## src/design/ira_pkg.sv

```systemverilog
// Shared types, codes and segment programs for the I2C register access master.
// No dependencies; used by ira_step, the top level and the testbench.
package ira_pkg;

    // Command codes on the request channel
    localparam logic [1:0] CMD_TICK  = 2'd0;
    localparam logic [1:0] CMD_WRITE = 2'd1;
    localparam logic [1:0] CMD_READ  = 2'd2;

    // Segment kinds
    localparam logic [2:0] K_END   = 3'd0;
    localparam logic [2:0] K_START = 3'd1;
    localparam logic [2:0] K_WBYTE = 3'd2;
    localparam logic [2:0] K_ACK   = 3'd3;
    localparam logic [2:0] K_STOP  = 3'd4;
    localparam logic [2:0] K_RBYTE = 3'd5;
    localparam logic [2:0] K_PAD   = 3'd6;

    // Byte sources for a write-byte segment
    localparam logic [1:0] SRC_ADDR_W = 2'd0;
    localparam logic [1:0] SRC_REG    = 2'd1;
    localparam logic [1:0] SRC_VAL    = 2'd2;
    localparam logic [1:0] SRC_ADDR_R = 2'd3;

    localparam logic [6:0] SLAVE_ADDRESS_RESET = 7'd104;

    typedef struct packed {
        logic [1:0] src;
        logic [2:0] kind;
    } seg_t;

    // Sequencer state
    typedef struct packed {
        logic [6:0] phase_step;    // {segment, quantum}
        logic [3:0] bit_position;
        logic [7:0] shift_byte;
        logic       read_mode;
        logic [7:0] held_register;
        logic [7:0] held_value;
        logic [7:0] received_byte;
        logic       nack_flag;
    } state_t;

    // One result word
    typedef struct packed {
        logic       scl_level;
        logic       sda_level;
        logic       busy_res;
        logic       done_res;
        logic [7:0] read_value;
        logic       nack_seen;
    } rsp_word_t;

    // Segment program: write and read transactions
    function automatic seg_t seg_entry(input logic read_mode, input logic [5:0] seg);
        seg_t e;
        e = '{src: SRC_ADDR_W, kind: K_END};
        if (!read_mode)
        begin
            unique case (seg)
                6'd1:    e = '{src: SRC_ADDR_W, kind: K_START};
                6'd2:    e = '{src: SRC_ADDR_W, kind: K_WBYTE};
                6'd3:    e = '{src: SRC_ADDR_W, kind: K_ACK};
                6'd4:    e = '{src: SRC_REG,    kind: K_WBYTE};
                6'd5:    e = '{src: SRC_ADDR_W, kind: K_ACK};
                6'd6:    e = '{src: SRC_VAL,    kind: K_WBYTE};
                6'd7:    e = '{src: SRC_ADDR_W, kind: K_ACK};
                6'd8:    e = '{src: SRC_ADDR_W, kind: K_STOP};
                default: e = '{src: SRC_ADDR_W, kind: K_END};
            endcase
        end
        else
        begin
            unique case (seg)
                6'd1:    e = '{src: SRC_ADDR_W, kind: K_START};
                6'd2:    e = '{src: SRC_ADDR_W, kind: K_WBYTE};
                6'd3:    e = '{src: SRC_ADDR_W, kind: K_ACK};
                6'd4:    e = '{src: SRC_REG,    kind: K_WBYTE};
                6'd5:    e = '{src: SRC_ADDR_W, kind: K_ACK};
                6'd6:    e = '{src: SRC_ADDR_W, kind: K_STOP};
                6'd7:    e = '{src: SRC_ADDR_W, kind: K_START};
                6'd8:    e = '{src: SRC_ADDR_R, kind: K_WBYTE};
                6'd9:    e = '{src: SRC_ADDR_W, kind: K_ACK};
                6'd10:   e = '{src: SRC_ADDR_W, kind: K_RBYTE};
                6'd11:   e = '{src: SRC_ADDR_W, kind: K_PAD};
                6'd12:   e = '{src: SRC_ADDR_W, kind: K_STOP};
                default: e = '{src: SRC_ADDR_W, kind: K_END};
            endcase
        end
        return e;
    endfunction

    // Quanta per segment kind
    function automatic logic [2:0] seg_length(input logic [2:0] kind);
        logic [2:0] len;
        unique case (kind)
            K_START: len = 3'd2;
            K_WBYTE: len = 3'd3;
            K_ACK:   len = 3'd4;
            K_STOP:  len = 3'd3;
            K_RBYTE: len = 3'd3;
            default: len = 3'd1;
        endcase
        return len;
    endfunction

endpackage

```

## src/design/ira_if.sv

```systemverilog
// Handshake channels of the I2C register access master: request, result, config.
// Depends on no package; the widths are given directly.
interface ira_req_if;
    logic       valid;
    logic       ready;
    logic [1:0] command;
    logic [7:0] register_index;
    logic [7:0] write_value;
    logic       sda_line;

    modport source (output valid, command, register_index, write_value, sda_line,
                    input ready);
    modport sink   (input valid, command, register_index, write_value, sda_line,
                    output ready);
endinterface

interface ira_rsp_if;
    logic       valid;
    logic       ready;
    logic       scl_level;
    logic       sda_level;
    logic       busy_res;
    logic       done_res;
    logic [7:0] read_value;
    logic       nack_seen;

    modport source (output valid, scl_level, sda_level, busy_res, done_res,
                    read_value, nack_seen, input ready);
    modport sink   (input valid, scl_level, sda_level, busy_res, done_res,
                    read_value, nack_seen, output ready);
endinterface

interface ira_cfg_if;
    logic       valid;
    logic       ready;
    logic [6:0] slave_address;

    modport source (output valid, slave_address, input ready);
    modport sink   (input valid, slave_address, output ready);
endinterface

```

## src/design/ira_step.sv

```systemverilog
// One bus quantum of the I2C sequencer: next state and line levels.
// Purely combinational; depends on ira_pkg for state, result and programs.
module ira_step
(
    input  ira_pkg::state_t    st,
    input  logic [1:0]         command,
    input  logic [7:0]         register_index,
    input  logic [7:0]         write_value,
    input  logic               sda_line,
    input  logic [6:0]         slave_address,
    output ira_pkg::state_t    st_next,
    output ira_pkg::rsp_word_t res
);
    import ira_pkg::*;

    always_comb
    begin
        state_t     s;
        logic [5:0] seg;
        logic [5:0] nxt;
        logic [1:0] q;
        seg_t       ent;
        seg_t       nent;
        logic       scl;
        logic       sda;
        logic       busy;
        logic       done;

        s    = st;
        scl  = 1'b1;
        sda  = 1'b1;
        busy = 1'b0;
        done = 1'b0;

        // Start a transaction from idle
        if (s.phase_step == '0 && (command == CMD_WRITE || command == CMD_READ))
        begin
            s.read_mode     = (command == CMD_READ);
            s.held_register = register_index;
            s.held_value    = write_value;
            s.nack_flag     = 1'b0;
            s.bit_position  = '0;
            s.phase_step    = 7'd4;
        end

        seg  = {1'b0, s.phase_step[6:2]};
        q    = s.phase_step[1:0];
        nxt  = seg + 6'd1;
        ent  = seg_entry(s.read_mode, seg);
        nent = seg_entry(s.read_mode, nxt);

        if (s.phase_step != '0)
        begin
            if (ent.kind == K_END)
            begin
                s.phase_step = '0;
            end
            else
            begin
                busy = 1'b1;
                // Line levels per segment kind and quantum
                unique case (ent.kind)
                    K_START:
                    begin
                        sda = (q == 2'd0);
                    end
                    K_WBYTE:
                    begin
                        sda = s.shift_byte[7];
                        scl = (q == 2'd1);
                        if (q == 2'd2)
                        begin
                            s.shift_byte = {s.shift_byte[6:0], 1'b0};
                        end
                    end
                    K_ACK:
                    begin
                        scl = (q == 2'd1 || q == 2'd2);
                        if (q == 2'd1 && sda_line)
                        begin
                            s.nack_flag = 1'b1;
                        end
                    end
                    K_STOP:
                    begin
                        scl = (q != 2'd0);
                        sda = (q == 2'd2);
                    end
                    K_RBYTE:
                    begin
                        scl = (q != 2'd2);
                        if (q == 2'd1)
                        begin
                            s.shift_byte = {s.shift_byte[6:0], sda_line};
                        end
                    end
                    default:
                    begin
                        scl = 1'b0;
                    end
                endcase

                // Advance quantum, bit or segment
                if (({1'b0, q} + 3'd1) < seg_length(ent.kind))
                begin
                    s.phase_step = s.phase_step + 7'd1;
                end
                else if ((ent.kind == K_WBYTE || ent.kind == K_RBYTE) &&
                         s.bit_position < 4'd7)
                begin
                    s.bit_position = s.bit_position + 4'd1;
                    s.phase_step   = {seg[4:0], 2'b00};
                end
                else
                begin
                    if (ent.kind == K_RBYTE)
                    begin
                        s.received_byte = s.shift_byte;
                    end
                    s.bit_position = '0;
                    if (nent.kind == K_END)
                    begin
                        s.phase_step = '0;
                        done         = 1'b1;
                    end
                    else
                    begin
                        s.phase_step = {nxt[4:0], 2'b00};
                        if (nent.kind == K_WBYTE)
                        begin
                            unique case (nent.src)
                                SRC_ADDR_W: s.shift_byte = {slave_address, 1'b0};
                                SRC_REG:    s.shift_byte = s.held_register;
                                SRC_VAL:    s.shift_byte = s.held_value;
                                default:    s.shift_byte = {slave_address, 1'b1};
                            endcase
                        end
                        else if (nent.kind == K_RBYTE)
                        begin
                            s.shift_byte = '0;
                        end
                    end
                end
            end
        end

        st_next        = s;
        res.scl_level  = scl;
        res.sda_level  = sda;
        res.busy_res   = busy;
        res.done_res   = done;
        res.read_value = s.received_byte;
        res.nack_seen  = s.nack_flag;
    end

endmodule

```

## src/design/i2c_register_access_master.sv

```systemverilog
// I2C register access master: one bus quantum per word, result valid in the cycle after
// request accept, throughput 1 word per cycle unless the result is stalled (the sequencer
// step is a single combinational pass between the state and result registers).
// A request is taken while the result register is empty or being drained.
// Reset (rst_n low, asynchronous) returns the sequencer to idle, clears the
// flags and held bytes, and sets the slave address to 104.
module i2c_register_access_master
(
    input  logic        clk,
    input  logic        rst_n,
    ira_req_if.sink     req,
    ira_rsp_if.source   rsp,
    ira_cfg_if.sink     cfg
);
    import ira_pkg::*;

    state_t     st_reg;
    state_t     st_next;
    rsp_word_t  res_reg;
    rsp_word_t  res_next;
    logic       out_valid_reg;
    logic [6:0] slave_address_reg;
    logic       accept;

    // Handshake
    assign req.ready = !out_valid_reg || rsp.ready;
    assign accept    = req.valid && req.ready;
    assign cfg.ready = 1'b1;

    // Slave address register
    always_ff @(posedge clk or negedge rst_n)
    begin
        if (!rst_n)
        begin
            slave_address_reg <= SLAVE_ADDRESS_RESET;
        end
        else if (cfg.valid)
        begin
            slave_address_reg <= cfg.slave_address;
        end
    end

    ira_step u_step
    (
        .st             (st_reg),
        .command        (req.command),
        .register_index (req.register_index),
        .write_value    (req.write_value),
        .sda_line       (req.sda_line),
        .slave_address  (slave_address_reg),
        .st_next        (st_next),
        .res            (res_next)
    );

    // Sequencer state and output valid
    always_ff @(posedge clk or negedge rst_n)
    begin
        if (!rst_n)
        begin
            st_reg        <= '0;
            out_valid_reg <= 1'b0;
        end
        else
        begin
            if (accept)
            begin
                st_reg        <= st_next;
                out_valid_reg <= 1'b1;
            end
            else if (rsp.ready)
            begin
                out_valid_reg <= 1'b0;
            end
        end
    end

    // Result word
    always_ff @(posedge clk)
    begin
        if (accept)
        begin
            res_reg <= res_next;
        end
    end

    assign rsp.valid      = out_valid_reg;
    assign rsp.scl_level  = res_reg.scl_level;
    assign rsp.sda_level  = res_reg.sda_level;
    assign rsp.busy_res   = res_reg.busy_res;
    assign rsp.done_res   = res_reg.done_res;
    assign rsp.read_value = res_reg.read_value;
    assign rsp.nack_seen  = res_reg.nack_seen;

    // A completed stop is always part of a transaction
    a_done_busy: assert property (@(posedge clk) disable iff (!rst_n)
        (out_valid_reg && res_reg.done_res) |-> res_reg.busy_res)
        else $error("done without busy");

    // Idle with no start command stays idle
    a_idle_hold: assert property (@(posedge clk) disable iff (!rst_n)
        (accept && st_reg.phase_step == '0 &&
         !(req.command == CMD_WRITE || req.command == CMD_READ))
        |=> (st_reg.phase_step == '0))
        else $error("left idle without a start command");

    // A start clears the flag and enters the second start quantum
    a_start: assert property (@(posedge clk) disable iff (!rst_n)
        (accept && st_reg.phase_step == '0 &&
         (req.command == CMD_WRITE || req.command == CMD_READ))
        |=> (!st_reg.nack_flag && st_reg.phase_step == 7'd5))
        else $error("bad transaction start");

    // Bit counter never passes the last bit of a byte
    a_bitpos: assert property (@(posedge clk) disable iff (!rst_n)
        st_reg.bit_position <= 4'd7)
        else $error("bit position out of range");

endmodule

```

## src/flat_wrapper.sv

```systemverilog
// flat-port wrapper written by rule: the top's interface ports become plain ports
module i2c_register_access_master_flat import ira_pkg::*;
  (clk, rst_n, req_valid, req_command, req_register_index, req_write_value, req_sda_line, req_ready, rsp_valid, rsp_scl_level, rsp_sda_level, rsp_busy_res, rsp_done_res, rsp_read_value, rsp_nack_seen, rsp_ready, cfg_valid, cfg_slave_address, cfg_ready);
  ira_req_if req_i ();
  ira_rsp_if rsp_i ();
  ira_cfg_if cfg_i ();
  input  logic clk;
  input  logic rst_n;
  input wire logic [$bits(req_i.valid)-1:0] req_valid;
  input wire logic [$bits(req_i.command)-1:0] req_command;
  input wire logic [$bits(req_i.register_index)-1:0] req_register_index;
  input wire logic [$bits(req_i.write_value)-1:0] req_write_value;
  input wire logic [$bits(req_i.sda_line)-1:0] req_sda_line;
  output wire logic [$bits(req_i.ready)-1:0] req_ready;
  output wire logic [$bits(rsp_i.valid)-1:0] rsp_valid;
  output wire logic [$bits(rsp_i.scl_level)-1:0] rsp_scl_level;
  output wire logic [$bits(rsp_i.sda_level)-1:0] rsp_sda_level;
  output wire logic [$bits(rsp_i.busy_res)-1:0] rsp_busy_res;
  output wire logic [$bits(rsp_i.done_res)-1:0] rsp_done_res;
  output wire logic [$bits(rsp_i.read_value)-1:0] rsp_read_value;
  output wire logic [$bits(rsp_i.nack_seen)-1:0] rsp_nack_seen;
  input wire logic [$bits(rsp_i.ready)-1:0] rsp_ready;
  input wire logic [$bits(cfg_i.valid)-1:0] cfg_valid;
  input wire logic [$bits(cfg_i.slave_address)-1:0] cfg_slave_address;
  output wire logic [$bits(cfg_i.ready)-1:0] cfg_ready;
  assign req_i.valid = req_valid;
  assign req_i.command = req_command;
  assign req_i.register_index = req_register_index;
  assign req_i.write_value = req_write_value;
  assign req_i.sda_line = req_sda_line;
  assign req_ready = req_i.ready;
  assign rsp_valid = rsp_i.valid;
  assign rsp_scl_level = rsp_i.scl_level;
  assign rsp_sda_level = rsp_i.sda_level;
  assign rsp_busy_res = rsp_i.busy_res;
  assign rsp_done_res = rsp_i.done_res;
  assign rsp_read_value = rsp_i.read_value;
  assign rsp_nack_seen = rsp_i.nack_seen;
  assign rsp_i.ready = rsp_ready;
  assign cfg_i.valid = cfg_valid;
  assign cfg_i.slave_address = cfg_slave_address;
  assign cfg_ready = cfg_i.ready;
  i2c_register_access_master u_core (.clk(clk), .rst_n(rst_n), .req(req_i), .rsp(rsp_i), .cfg(cfg_i));
endmodule
```

## config.mk

```make
export PLATFORM = sky130hd
export DESIGN_NAME = i2c_register_access_master_flat
export DESIGN_NICKNAME = d
export VERILOG_FILES = /design/src/design/ira_pkg.sv /design/src/design/ira_if.sv /design/src/design/ira_step.sv /design/src/design/i2c_register_access_master.sv /design/src/flat_wrapper.sv
export SDC_FILE = /design/constraint.sdc
export NUM_CORES = 1
export LEC_CHECK = 0
export ABC_AREA = 1
export BUFFER_PORTS_ARGS = -buffer_cell sky130_fd_sc_hd__buf_2
export CAP_MARGIN = 25
export CORE_ASPECT_RATIO = 1.75
export CORE_UTILIZATION = 25
export DETAILED_ROUTE_END_ITERATION = 16
export GPL_ROUTABILITY_DRIVEN = 0
export PLACE_DENSITY = 0.43
export SETUP_SLACK_MARGIN = 0.1
export SLEW_MARGIN = 20
export SYNTH_ARGS = -nofsm -noshare
export SYNTH_HDL_FRONTEND = slang
export SYNTH_SLANG_ARGS = --single-unit
```

## constraint.sdc

```tcl
create_clock -name clk -period 3.9 [get_ports clk]
set_clock_uncertainty 0.05 [all_clocks]
set_input_delay 0 -clock clk [delete_from_list [all_inputs] [get_ports clk]]
set_output_delay 0 -clock clk [all_outputs]
set_load 0.03 [all_outputs]
```

# After elaboration in Yosys (flattened, before gate mapping)

Memories as Yosys holds them, arrays and structs flattened.
Index checks and enable logic that the tools add are counted.

Reductions and logical operators: 22
$lt $le $gt $ge: 2
Mux-type cells: 40
Eq/ne operators: 14
Bitwise gates (word level): 2
$add $sub $neg: 4

Operator list:

| kind                                          | count |
|---|---|
| 2-to-1 mux 8 bit                              | 9 |
| 2-to-1 mux 12 bit                             | 2 |
| one-hot mux 8 bit (3 select lines)            | 1 |
| 2-to-1 mux 11 bit                             | 2 |
| 2-to-1 mux 7 bit                              | 3 |
| 2-to-1 mux 19 bit                             | 1 |
| 2-to-1 mux 9 bit                              | 2 |
| 2-to-1 mux 17 bit                             | 1 |
| one-hot mux 8 bit (2 select lines)            | 1 |
| 2-to-1 mux 3 bit                              | 5 |
| 2-to-1 mux 5 bit                              | 3 |
| == test 3 x 2 -> 1 bit, second input constant | 3 |
| == test 3 bit, second input constant          | 3 |
| one-hot mux 3 bit (3 select lines)            | 1 |
| adder 7 x 1 -> 7 bit, second input constant   | 1 |
| zero test 7 bit                               | 1 |
| 2-to-1 mux 1 bit                              | 7 |
| nonzero test 7 bit                            | 1 |
| adder 5 x 1 -> 6 bit, second input constant   | 1 |
| == test 2 x 1 -> 1 bit, second input constant | 3 |
| == test 2 bit, second input constant          | 3 |
| zero test 2 bit                               | 3 |
| zero test 3 bit                               | 2 |
| one-hot mux 1 bit (5 select lines)            | 1 |
| 16 further kinds                              | 24 |

Flip-flop bits (word level): 66
Memories: 4
Logic and storage cells: 104
ROM bits: 320
Input port bits: 31

Memory list:

| memory          | depth | width | read ports | clocked after Yosys merged registers in | wr ports | line          | source |
|---|---|---|---|---|---|---|---|
| (no name shown) | 16    | 5     | 1          | 0                                       | 0        | ira_pkg.sv:60 | `unique case (seg)` |
| (no name shown) | 16    | 5     | 1          | 0                                       | 0        | ira_pkg.sv:74 | `unique case (seg)` |
| (no name shown) | 16    | 5     | 1          | 0                                       | 0        | ira_pkg.sv:60 |  |
| (no name shown) | 16    | 5     | 1          | 0                                       | 0        | ira_pkg.sv:74 |  |

# Logic depth before layout (Yosys ltp)

Gate-level depths: netlist (run 1).

Depth in word-level cells: 16
Depth in mapped cells: 25
Gate-level depth less buffers: 25

# Hierarchy

From an unflattened synthesis (run 1), not the netlist that was laid out.

Cells, all modules: 750
Area, all modules: 5009.8 um^2

Modules (own cells, without submodules):

| module                     | cells each | instances | seq. area each (um^2) | area an instance (um^2) |
|---|---|---|---|---|
| i2c_register_access_master | 245        | 1         | 1720.4                | 2547.4 |
| ira_step                   | 505        | 1         | 0.0                   | 2462.4 |

# Worst setup path after synthesis (run 1)

Ideal clock, no wire load.

Path kind: reg2reg
From: reg u_core.st_reg[38] (netlist bit)
To: reg u_core.st_reg[27] (netlist bit)
Period minus slack after synthesis: 3.317 ns
Arrival: 3.151 ns
Stages on the path, launching flop included: 23
Setup time: 0.116 ns
Path buffers: 1
Setup slack: 0.583 ns
Cell sequence: dfrtp_1 inv_1 ha_1 nand2_1 nor2_8 nand2_4 nand2_1 ha_1 nor2_1 nand3_1 a21oi_2 nand3_4 nand2_4 nor3_1 ha_1 nand2_1 inv_1 a21boi_1 buf_2 nor2_1 nand3_1 nand2_1 nand2_1

Word-level cells in the longest chain between the ends: 13

RTL lines:

| what                                                             | line                             | source |
|---|---|---|
| start: declaration                                               | i2c_register_access_master.sv:17 | `state_t st_reg;` |
| start signal: assignment                                         | i2c_register_access_master.sv:67 | `st_reg <= st_next;` |
| zero test 7 bit                                                  | ira_step.sv:36                   | `if (s.phase_step == '0 && (command == CMD_WRITE \|\| command == CMD_READ))` |
| logical AND 1 bit                                                | ira_step.sv:36                   |  |
| 2-to-1 mux 11 bit                                                | ira_step.sv:36                   |  |
| adder 5 x 1 -> 6 bit, or another cell as far along               | ira_step.sv:48                   | `nxt = seg + 6'd1;` |
| memory (16 x 5 bit), or another cell as far along                | n/a                              |  |
| 2-to-1 mux 5 bit, or another cell as far along                   | ira_pkg.sv:60                    |  |
| 2-to-1 mux 5 bit, or another cell as far along                   | ira_pkg.sv:58                    | `if (!read_mode)` |
| == test 2 bit, or another cell as far along                      | ira_step.sv:131                  | `unique case (nent.src)` |
| one-hot mux 8 bit (3 select lines), or another cell as far along | ira_step.sv:131                  |  |
| 2-to-1 mux 8 bit or 2-to-1 mux 3 bit (tied branches)             | ira_step.sv:129, ira_step.sv:54  |  |
| 2-to-1 mux 8 bit or 2-to-1 mux 3 bit (tied branches)             | ira_step.sv:121, ira_step.sv:52  |  |
| 2-to-1 mux 8 bit or < comparator 3 bit (tied branches)           | ira_step.sv:108, ira_step.sv:104 |  |
| 2-to-1 mux 12 bit                                                | ira_step.sv:104                  | `if (({1'b0, q} + 3'd1) < seg_length(ent.kind))` |

Several ways; a longest one is shown, not always the timed one. The select of a mux whose other input is x is not followed.
A chain may end at the register's enable or synchronous reset.

==> metrics.txt, run 1 <==
crit share post-route 0.917; die area 0.0192 mm²; DRT iter0 DRCs slightly below 200; final wirelength approximately 14000 µm; worst hold path class input pin to flip-flop; failing checks negative hold slack; Post-DP Area roughly 0.0051 mm²; Slew @ Worst Pin 0.772 ns; vias in the first global route 4581; initial antenna violation count 0; Setup WS pre-CTS 0.0484 ns; CTS tree done; CP startpoint kind flip-flop; critical path class flip-flop to flip-flop; Pwr per Cell Area 955 mW/mm²; worst-path fanout max 10; total of max-cap violations 0; row cnt 65; max reg flops 45; Critical Path RT 3.93 ns; CTS H-tree lvls 3; footprint of the multi-input gates ~0.0026 mm²; hold depth 5; highest-delay cell along the critical path dfrtp_1; flop-to-flop setup slack 0.32 ns; Netlist cell types 40; total global routing overflow 0; Initial Util 0.256; cell area after synthesis 0.00465 mm²; EDFF count, synth 13; DR WL/cell 14.5 µm; pin count of the biggest net entering global routing 61; worst r2r dst u_core.rsp.read_value[0]; CP endpoint kind flip-flop; min-delay src req_register_index[4]; most used cell, CP nand2_1; port bufs 45; clock slew at reported path FFs about 0.06 ns; Die Y 182 µm; Syn. warnings 0; RSZ-0062 raised after global routing no; DRC 0; register area 0.00172 mm²; post-route cell area 0.00575 mm²; #FFs+latches synth 66; cell count of the worst reg-to-reg path 22; share of flip-flops with an asynchronous set or reset 0.803; first-pass GRT wire length about 23000 µm; commonest non-fill, non-tap cell in the layout nand2_1; Cells after Synth 676; sequential share of the synthesized area 0.370; top_reg_cell synth dfrtp_1; Final Critical Period ~3.6 ns; clk buf depth 2; final slew viol count 0; CTS Sinks 66; clk root buf clkbuf_16; Routed Antenna Nets 0; fraction of layout cells with a size suffix above 1 0.174; routed via count 4533; Die X 105 µm; maximum vdd drop 0.340 mV; # placed instances 943; I/O pin cnt 47; Synth Area per Inst between 6 and 7 µm²; Clk Latency, worst-skew pair 0.34 ns; WHS Endpoint u_core.st_reg[21]; r2r startpoint u_core.st_reg[38]; Final HPWL DP 10600 µm; fill count 1981; smallest hold slack -0.00567 ns; final worst slack 0.324 ns; Core Area approximately 0.018 mm²; CP arrival 3.60 ns; slew margin rel. 0.486; Final #Nets approximately 790; Pleak 2.90 nW; Fmax achieved roughly 280 MHz; synthesis-to-finish area growth 23.8%; non-filler cells, final 983; setup violators final 0; crit-path max cell delay approximately 0.42 ns; Vias/cell roughly 4.6; most frequent cells in the layout nand2_1, nand3_1, inv_1; outcome finished with violations; aggregate negative setup slack 0 ns; Hold Vio Cnt, Final 1; TritonRoute pass-1 iters 4; crit-path cells inv_2 > ha_1 > nand2_2 > nor2_8 > nand2_4 > nand2_1 > ha_1 > nor2_1 > nand3_2 > nand2_1 > nand2_2 > nand3_2 > nand2_4 > nor3_2 > ha_1 > nand2_1 > inv_1 > nand2_2 > nand2_4 > buf_4 > nand2_1 > nand2_1; Synth Net Count 719; Total GRT Usage 0.154; Inserted Clock Buffers 9; diodes inserted 0
==> what timing repair did <==
| item | CTS | global route |
|---|---|---|
| hold buffers | 19 | 0 |
| setup buffers | 0 | 3 |
| cloned | 0 | 1 |
| pin swaps | 0 | 1 |
| endpoints found under the hold margin | 61 | 0 |
| endpoints found under the setup margin | 17 | 33 |
| gates resized for setup | 2 | 16 |
==> synthesized netlist by cell type (2+ instances only) <==
cell | instances | area (µm²)
nor3_1 | 3 | 15.0
nand3_1 | 84 | 420
clkinv_1 | 2 | 7.51
mux2i_1 | 2 | 20.0
nor2_4 | 2 | 22.5
dfstp_2 | 3 | 78.8
nand2_4 | 7 | 78.8
or2_2 | 2 | 12.5
inv_2 | 6 | 22.5
o22ai_1 | 5 | 31.3
ha_1 | 12 | 150
edfxtp_1 | 13 | 390
inv_1 | 60 | 225
buf_1 | 2 | 7.51
nand2_1 | 268 | 1010
o21ai_0 | 57 | 285
nor2_1 | 26 | 97.6
mux2_2 | 7 | 78.8
buf_6 | 3 | 33.8
xor2_1 | 4 | 35.0
nand2_2 | 3 | 18.8
nor2_8 | 2 | 40.0
buf_4 | 3 | 22.5
a21oi_1 | 12 | 60.1
nand4_1 | 5 | 31.3
buf_2 | 4 | 20.0
nand3b_1 | 5 | 37.5
dfrtp_1 | 50 | 1250
clkbuf_1 | 13 | 48.8
==> cells by family (layout without fill, tap and decap cells) <==
kind of cell / Yosys count / after routing / synth area share
XOR/XNOR: 4 / 4 / 0.00754
buffers and inverters: 95 / 167 / 0.0867
AND/OR/NAND/NOR: 410 / 411 / 0.390
adder cells (fa/ha/maj): 12 / 12 / 0.0323
flip-flops: 66 / 66 / 0.370
other: 1 / 1 / 0.000807
AO/OA/AOI/OAI: 79 / 79 / 0.0910
multiplexers: 9 / 9 / 0.0213
==> report_power, final <==
group / internal (W) / switching (W)
combinational: 0.00115 / 0.00238
sequential: 0.000952 / 0.000137
clock: 0.000537 / 0.000335
==> layer usage <==
metal	GRT usage	vias to the layer above	wire (µm)
met5	0	-	0
met3	0.0200	30	369
li1	-	2309	-
met2	0.305	92	7840
met4	0.0676	0	527
met1	0.156	2102	5510
==> cell type report <==
type | instances | share of cell area
clock inverter | 5 | 0.0102
multi-input combinational | 516 | 0.452
inverter | 70 | 0.0470
tap | 234 | 0.0509
clock buffer | 11 | 0.0441
timing repair buffer | 81 | 0.0966
sequential | 66 | 0.299
==> worst max-delay path, delay by kind of cell, from the launching register on <==
family | cells | cell delay, ns
adders and majority gates | 3 | 0.80
buffers and inverters | 3 | 0.36
DFF | 1 | 0.42
and+or+nand+nor | 16 | 1.71
==> worst max-delay path by stage <==
stage,startpoint,depth (start not counted),to
floorplan,u_core.st_reg[38],22,u_core.st_reg[27]
global placement,u_core.st_reg[38],21,u_core.st_reg[8]
detailed placement,u_core.st_reg[38],21,u_core.st_reg[8]
CTS,u_core.st_reg[38],21,u_core.st_reg[8]
global route,u_core.st_reg[38],22,u_core.rsp.done_res
finish,u_core.st_reg[38],22,u_core.rsp.read_value[0]
==> per-stage QoR <==
step	power, W	util
2_1_floorplan	0.00339	-
3_3_place_gp	0.00424	0.283
3_5_place_dp	0.00427	0.283
4_1_cts	0.00522	0.311
5_1_grt	0.00599	0.317
6_report	0.00549	0.317
Power figures use the tool's default switching activity.
==> inputs of run 2 (changes only) <==
PLACE_DENSITY = unset   (was 0.43)
==> run 2 against run 1 <==
Against the previous run:
- the flow now finishes without violations
- sequential power about the same
- combinational power down 8.2%
- power fell by 6.5%
- critical path depth unchanged
- hold slack better by 0.0063 ns
- routed wire length shrank 8.9%
- global-route usage down 1.1 points
- register-to-register slack better by 0.06 ns
- clock power shrank 7.2%
- first-iteration DRC count is 40% higher
- critical endpoint is now u_core.st_reg[43]
==> metrics.txt, run 2 (synthesized netlist as in run 1, its figures left out) <==
DRT iter0 DRCs 272; CP startpoint kind flip-flop; P_sw 0.00268 W; Vias/cell 4.61; worst-path fanout max 9; flop-to-flop setup slack just under 0.4 ns; clock slew at reported path FFs 0.06 ns; synthesis-to-finish area growth 23.6%; part of the power in the clock network 0.158; CTS H-tree lvls 3; TritonRoute pass-1 iters 5; row cnt 65; diodes inserted 0; Sw Share 0.521; setup violators final 0; Clk Latency, worst-skew pair 0.34 ns; Pwr per Cell Area 894 mW/mm²; Inserted Clock Buffers 9; CP endpoint kind flip-flop; Flop pwr share 0.212; final slew viol count 0; max reg flops 45; routed via count around 4500; worst r2r dst u_core.st_reg[43]; cell count of the worst reg-to-reg path 22; setup repair bufs after CTS 0; critical path class flip-flop to flip-flop; crit path to u_core.st_reg[43]; Routed Antenna Nets 0; DRC 0; slew margin rel. 0.514; non-filler cells, final between 900 and 1000; outcome completed; Slew @ Worst Pin 0.729 ns; Final #Nets 788; Critical Path RT 4.05 ns; r2r startpoint u_core.st_reg[38]; crit share post-route 0.901; # placed instances 942; DR WL/cell 13.2 µm; aggregate negative setup slack 0 ns; Hold Vio Cnt, Final 0; Final HPWL DP 9480 µm; Final Critical Period 3.51 ns; CTS Sinks 66; port bufs 45; CTS tree done; vias in the first global route 4465; I/O pin cnt 47; Pint 0.00246 W; CP startpoint u_core.st_reg[38]; initial antenna violation count 0; pin count of the biggest net entering global routing 61; CP arrival ~3.7 ns; Fmax achieved approximately 280 MHz; RSZ-0062 raised after global routing no; Combinational Power Share 0.631; total global routing overflow 0; clk buf depth 2; final core occ 0.317; Total GRT Usage 0.142; Die X 105 µm; fraction of layout cells with a size suffix above 1 0.167; Post-DP Area 0.00512 mm²; clk root buf clkbuf_16; total of max-cap violations 0; Initial Util 0.256; Core Area 0.0181 mm²; commonest non-fill, non-tap cell in the layout nand2_1; Die Y 182 µm; most frequent cells in the layout nand2_1, nand3_1, inv_1, o21ai_0, dfrtp_1; post-route cell area 0.00574 mm²; die area 0.0192 mm²; Pleak 2.88 nW; final wirelength 13000 µm; maximum vdd drop 0.341 mV; worst hold path class input pin to flip-flop; first-pass GRT wire length 21400 µm
==> run 2: metrics by stage <==
stage          setup WS, ns  hold slack (ns)  power [W]
2_1_floorplan         0.583           -0.346    0.00339
3_3_place_gp          0.276            0.146    0.00418
3_5_place_dp          0.151            0.145    0.00420
4_1_cts               0.120          0.00422    0.00506
5_1_grt              0.0994           0.0485    0.00561
6_report              0.387         0.000607    0.00513
==> run 2: metal layers <==
metal | GRT usage | wire length [µm]
met1 | 0.150 | 5090
met2 | 0.255 | 6650
met3 | 0.0279 | 567
met4 | 0.0952 | 682
met5 | 0 | 0
==> run 2: critical path, stage by stage (launching register included) <==
cell and delay [ns]:
dfrtp_1 0.41, inv_2 0.08, ha_1 0.20, nand2_1 0.18, nor2_8 0.07, nand2_4 0.06
buf_4 0.20, nand2_1 0.07, nand2_1 0.17, nand2_1 0.09, nand2_2 0.16, inv_2 0.10
nor3_1 0.39, nor3_2 0.07, ha_1 0.28, nand2_1 0.04, inv_1 0.08, nand2_1 0.09
nand2_4 0.14, buf_4 0.19, a21oi_1 0.07, o21ai_0 0.08, o21ai_0 0.11
==> run 2: final cells by class <==
class / instances / area (µm²)
clock buffers: 10 / 250
clock inverters: 6 / 47.5
fillers: 1952 / 12400
inverters: 70 / 270
multi-input cells: 515 / 2570
flip-flops and latches: 66 / 1720
well taps: 234 / 293
repair buffers: 83 / 593
==> run 2: worst min path at each step <==
| stage | startpoint | end | depth (start not counted) |
|---|---|---|---|
| 2_1_floorplan | rst_n | u_core.rsp.valid | 0 |
| 3_3_place_gp | rst_n | u_core.st_reg[6] | 2 |
| 3_5_place_dp | rst_n | u_core.st_reg[6] | 2 |
| 4_1_cts | req_write_value[4] | u_core.st_reg[13] | 5 |
| 5_1_grt | req_register_index[7] | u_core.st_reg[24] | 5 |
| 6_report | req_write_value[4] | u_core.st_reg[13] | 5 |
==> run 2: power groups by stage <==
stage                     logic, W  clock network [W]  registers (W)
after global routing       0.00364           0.000859        0.00111
final                      0.00324           0.000809        0.00109
after detailed placement   0.00311                  0        0.00110
after global placement     0.00308                  0        0.00110
after floorplan            0.00225                  0        0.00114
after CTS                  0.00314           0.000825        0.00109
==> run 2: what timing repair did <==
| item | CTS | global route |
|---|---|---|
| setup endpoints to repair | 0 | 33 |
| resized for setup | 0 | 13 |
| hold buffers | 25 | 0 |
| hold endpoints to repair | 67 | 0 |
